File: src/hdl/hgd_div.sv
`timescale 1ns / 1ps
// Pipelined restoring divider, one quotient bit per stage, NW stages.
module hgd_div #(
  parameter int unsigned NW = 26,
  parameter int unsigned DW = 20,
  parameter int unsigned SW = 1
) (
  input  logic          clk_i,
  input  logic          rst_ni,
  input  logic          en_i,
  input  logic          valid_i,
  input  logic [NW-1:0] num_i,
  input  logic [DW-1:0] den_i,
  input  logic [SW-1:0] side_i,
  output logic          valid_o,
  output logic [NW-1:0] quo_o,
  output logic [DW-1:0] rem_o,
  output logic [SW-1:0] side_o
);

  logic          vld_q  [NW];
  logic [DW-1:0] rem_q  [NW];
  logic [NW-1:0] nq_q   [NW];
  logic [DW-1:0] den_q  [NW];
  logic [SW-1:0] side_q [NW];

  for (genvar k = 0; k < NW; k++) begin : g_stage
    logic          vld_in;
    logic [DW-1:0] rem_in;
    logic [NW-1:0] nq_in;
    logic [DW-1:0] den_in;
    logic [SW-1:0] side_in;
    logic [DW:0]   trial;
    logic          ge;

    if (k == 0) begin : g_first
      assign vld_in  = valid_i;
      assign rem_in  = '0;
      assign nq_in   = num_i;
      assign den_in  = den_i;
      assign side_in = side_i;
    end else begin : g_next
      assign vld_in  = vld_q[k-1];
      assign rem_in  = rem_q[k-1];
      assign nq_in   = nq_q[k-1];
      assign den_in  = den_q[k-1];
      assign side_in = side_q[k-1];
    end

    // shift in the next numerator bit, subtract when it fits
    assign trial = {rem_in, nq_in[NW-1]};
    assign ge    = (trial >= {1'b0, den_in});

    always_ff @(posedge clk_i or negedge rst_ni) begin
      if (!rst_ni) begin
        vld_q[k] <= 1'b0;
      end else if (en_i) begin
        vld_q[k] <= vld_in;
      end
    end

    always_ff @(posedge clk_i) begin
      if (en_i) begin
        rem_q[k]  <= ge ? DW'(trial - {1'b0, den_in}) : trial[DW-1:0];
        nq_q[k]   <= {nq_in[NW-2:0], ge};
        den_q[k]  <= den_in;
        side_q[k] <= side_in;
      end
    end
  end

  assign valid_o = vld_q[NW-1];
  assign quo_o   = nq_q[NW-1];
  assign rem_o   = rem_q[NW-1];
  assign side_o  = side_q[NW-1];

endmodule

File: config.mk
export PLATFORM = sky130hd
export DESIGN_NAME = hgd_div
export DESIGN_NICKNAME = d
export VERILOG_FILES = /design/src/hdl/hgd_div.sv
export SDC_FILE = /design/constraint.sdc
export NUM_CORES = 2
export LEC_CHECK = 0
export CAP_MARGIN = 0
export CELL_PAD_IN_SITES_DETAIL_PLACEMENT = 1
export CELL_PAD_IN_SITES_GLOBAL_PLACEMENT = 1
export CORE_AREA = 2 2 487 296
export CTS_BUF_LIST = sky130_fd_sc_hd__clkbuf_2
export CTS_CLUSTER_DIAMETER = 40
export DETAILED_ROUTE_END_ITERATION = 10
export DIE_AREA = 0 0 489 298
export DONT_BUFFER_PORTS = 1
export PLACE_DENSITY = 0.91
export SYNTH_ARGS = -nofsm -noshare
export SYNTH_HDL_FRONTEND = slang
export SYNTH_SLANG_ARGS = --single-unit
File: constraint.sdc
create_clock -name clk_i -period 6.5 [get_ports clk_i]
set_input_delay 1.3 -clock clk_i [delete_from_list [all_inputs] [get_ports clk_i]]
set_output_delay 1.3 -clock clk_i [all_outputs]
set_load 0.03 [all_outputs]
==> metrics.txt <==
CTS max path bufs 4; CTS root buf clkbuf_2; WS Path Type flip-flop to flip-flop; distinct cell type count after synthesis ~100; Setup crit end kind flip-flop; mux share of post-synthesis cell area 0.03992; RSZ-0062 raised after global routing false; gr usage total 0.3109; H-tree levels 5; Final HPWL DP 149.6 mm; actual slew at the worst max-slew pin approximately 1.8 ns; max-cap violation count 0; Core ar. between 0.1 and 0.15 mm²; total gr overflow 0; CTS tree yes; setup ws final 1.896 ns; post-detailed-route count of antenna-violating nets 0; Worst EP required between 8 and 9 ns; Synth Register Bits 1748; Seq/Total Area, Yosys 0.6218; share of synthesized registers carrying an async set or reset 0.01487; setup total negative slack 0 ns; final wirelength approximately 230 mm; final setup fails 0; largest family of logic cells by synthesized area compound AO/OA/AOI/OAI gates; syn_area_per_cell 13.09 µm²; Num Clock Sinks roughly 1700; HP Class input pin to flip-flop; Adder-Cell Fraction of Synth Area 0.08053; layout cells sized above 1 0.1150; Pins Over Slew Limit roughly 120; Clock Skew about 0.17 ns; Initial Util 0.5973; Yosys warnings 0; EDFF count, synth between 1500 and 2000; VDD IR max approximately 0.30 mV; Setup WS pre-CTS ~2 ns; first-pass GRT wire length between 300 and 400 mm; I/O pin count between 90 and 100; XOR/XNOR share of the synthesized area 0.04046; Post-Syn Instances about 6400; maximum clock rate 217.2 MHz; Tcrit/Tclk final 0.7083; LEAKAGE 36.59 nW; DIE WIDTH around 490 µm; largest net degree at the start of global routing about 250; Post-Synth Simple-Gate Area 0.07006; synthesis-to-finish area growth 7.869%; WL/cell 25.24 µm; Worst-path clk slew between 0.2 and 0.25 ns; ys flop type edfxtp_1; Tmin final ~4.6 ns; later-pin clock latency in the skew report 1.93 ns; num rows roughly 110; initial DRC count 6294; CP Launch Type flip-flop; Filler Cell Count approximately 14000; compound-cell area share of the yosys netlist 0.1113; Arr. time, crit path ~6.2 ns; Power Density 483.7 mW/mm²; vias per cell roughly 6.2; # resized after CTS 0; outcome finished, violations left; Port Buffers 0; Mapped Nets 7010; Pre-Repair DR Iteration Count 6; Layout Nets around 7400; Residual DRC 0; Final Core Density 0.6443; failing checks max-slew violations; vias after detailed routing roughly 56000; area of the die 0.1457 mm²; Placer Congestion 0.9284; crit-path max FO 23; number of CTS-inserted buffers between 400 and 500; vias in the first global route between 50000 and 60000; die height approximately 300 µm; initial antenna violation count 13; Syn Std Cell Area between 0.08 and 0.09 mm²; Rel. slew slack -0.2026; Final Hold Violating Endpoints 0
metrics by stage:
step	total power, mW	cells	hold WS [ns]	instance area, µm²
finish	43.94	9010	0.1172	90840
global route	46.27	9009	-0.07185	90830
CTS	43.32	8996	0.005147	90800
detailed placement	35.79	8241	0.4051	86440
global placement	34.17	8241	0.4002	86440
floorplan	30.26	6432	0.4003	84210
timing repair:
item | 4_1_cts | 5_1_grt
buffers inserted | 0 | 0
hold buffers | 91 | 0
hold endpoints to repair | 97 | 0
power breakdown:
group          internal, mW  leakage, nW  switching, mW
Sequential             15.8         17.1           1.77
Combinational          7.66         16.8           11.4
Clock                  2.61         2.63           4.70
synthesized netlist by cell type, drive strengths merged (16+ instances only):
library cell | number | share of area
edfxtp | 1722 | 0.61
inv | 646 | 0.029
ha | 502 | 0.075
a21oi | 427 | 0.026
nand2 | 394 | 0.018
o21ai | 344 | 0.021
nor2 | 314 | 0.014
mux2 | 256 | 0.035
xnor2 | 245 | 0.025
a21o | 202 | 0.018
xor2 | 144 | 0.015
nand3 | 92 | 0.0055
clkbuf | 83 | 0.0037
nor3 | 81 | 0.0049
nand4 | 72 | 0.0053
nor2b | 71 | 0.0054
nand2b | 61 | 0.0045
o21a | 60 | 0.0053
a31oi | 53 | 0.0039
and3 | 49 | 0.0036
buf | 45 | 0.0035
mux2i | 40 | 0.0048
a21boi | 34 | 0.0030
o21bai | 34 | 0.0030
o31ai | 33 | 0.0030
a211oi | 28 | 0.0025
o211ai | 28 | 0.0026
dfrtp | 26 | 0.0077
o31a | 26 | 0.0027
fa | 25 | 0.0059
and2 | 24 | 0.0018
a211o | 18 | 0.0019
nor4 | 17 | 0.0013
a2111oi | 16 | 0.0024
state kept, by name, indices dropped and copies added, names as in the netlist:
signal          cells
side_q             26
valid_o             1
den_q             500
nq_q              676
rem_q             520
g_stage.vld_in     25
area by class of cell:
class	instances	area [µm²]	share of cell area
repair buffers	121	1316	0.01449
flip-flops and latches	1748	52360	0.5764
inverters	646	2425	0.02669
multi-input cells	3910	28890	0.3180
clock buffers	561	2808	0.03091
clock inverters	103	619.3	0.006818
diodes	14	35.03	0.0003857
well taps	1907	2386	0.02627
layout by cell type, fill, tap and decap left out, drive strengths merged, types with 144 or more instances in the layout:
| cell | count |
|---|---|
| xnor2 | 245 |
| ha | 502 |
| o21ai | 344 |
| nand2 | 394 |
| a21o | 202 |
| xor2 | 144 |
| clkbuf | 561 |
| edfxtp | 1722 |
| mux2 | 256 |
| a21oi | 427 |
| nor2 | 314 |
| inv | 650 |
routing by layer:
metal,track usage,up-vias,wire length (µm)
met5,0,-,38
met4,0.1081,6,7337
met3,0.06364,557,17400
met2,0.4984,2473,107200
met1,0.4237,27900,95440
li1,-,24790,-
kinds of logic (layout without fill, tap and decap cells):
logic type | after synthesis | after routing
buf+inv | 774 | 1431
other cells | 0 | 14
mux | 296 | 296
fa+ha+maj | 527 | 527
simple gates | 1245 | 1245
xor+xnor | 389 | 389
flops | 1748 | 1748
compound gates | 1453 | 1453
worst max-delay path: stages (launching register included):
cell and delay (ns):
edfxtp_1 0.55, inv_1 0.14, ha_1 0.26, nor2b_1 0.09, o21ai_0 0.31, a21oi_1 0.21
o31ai_1 0.95, a21o_1 0.29, nand2_1 0.12, a31oi_2 0.73, buf_4 0.41, o21ai_0 0.22
path summary, 6_finish.rpt:
check	startpoint	endpoint	slack, ns	cells past startpoint
min	en_i	nq_q[0][1]	0.12	1
min reg2reg	nq_q[11][1]	nq_q[12][2]	0.36	0
max reg2reg	nq_q[1][25]	rem_q[2][8]	1.90	11
max in group asynchronous	rst_ni	g_stage[3].vld_in	5.75	4
max	nq_q[1][25]	rem_q[2][8]	1.90	11
min in group asynchronous	rst_ni	g_stage[21].vld_in	0.58	4
No activity file was read; power rests on OpenSTA's default activity.
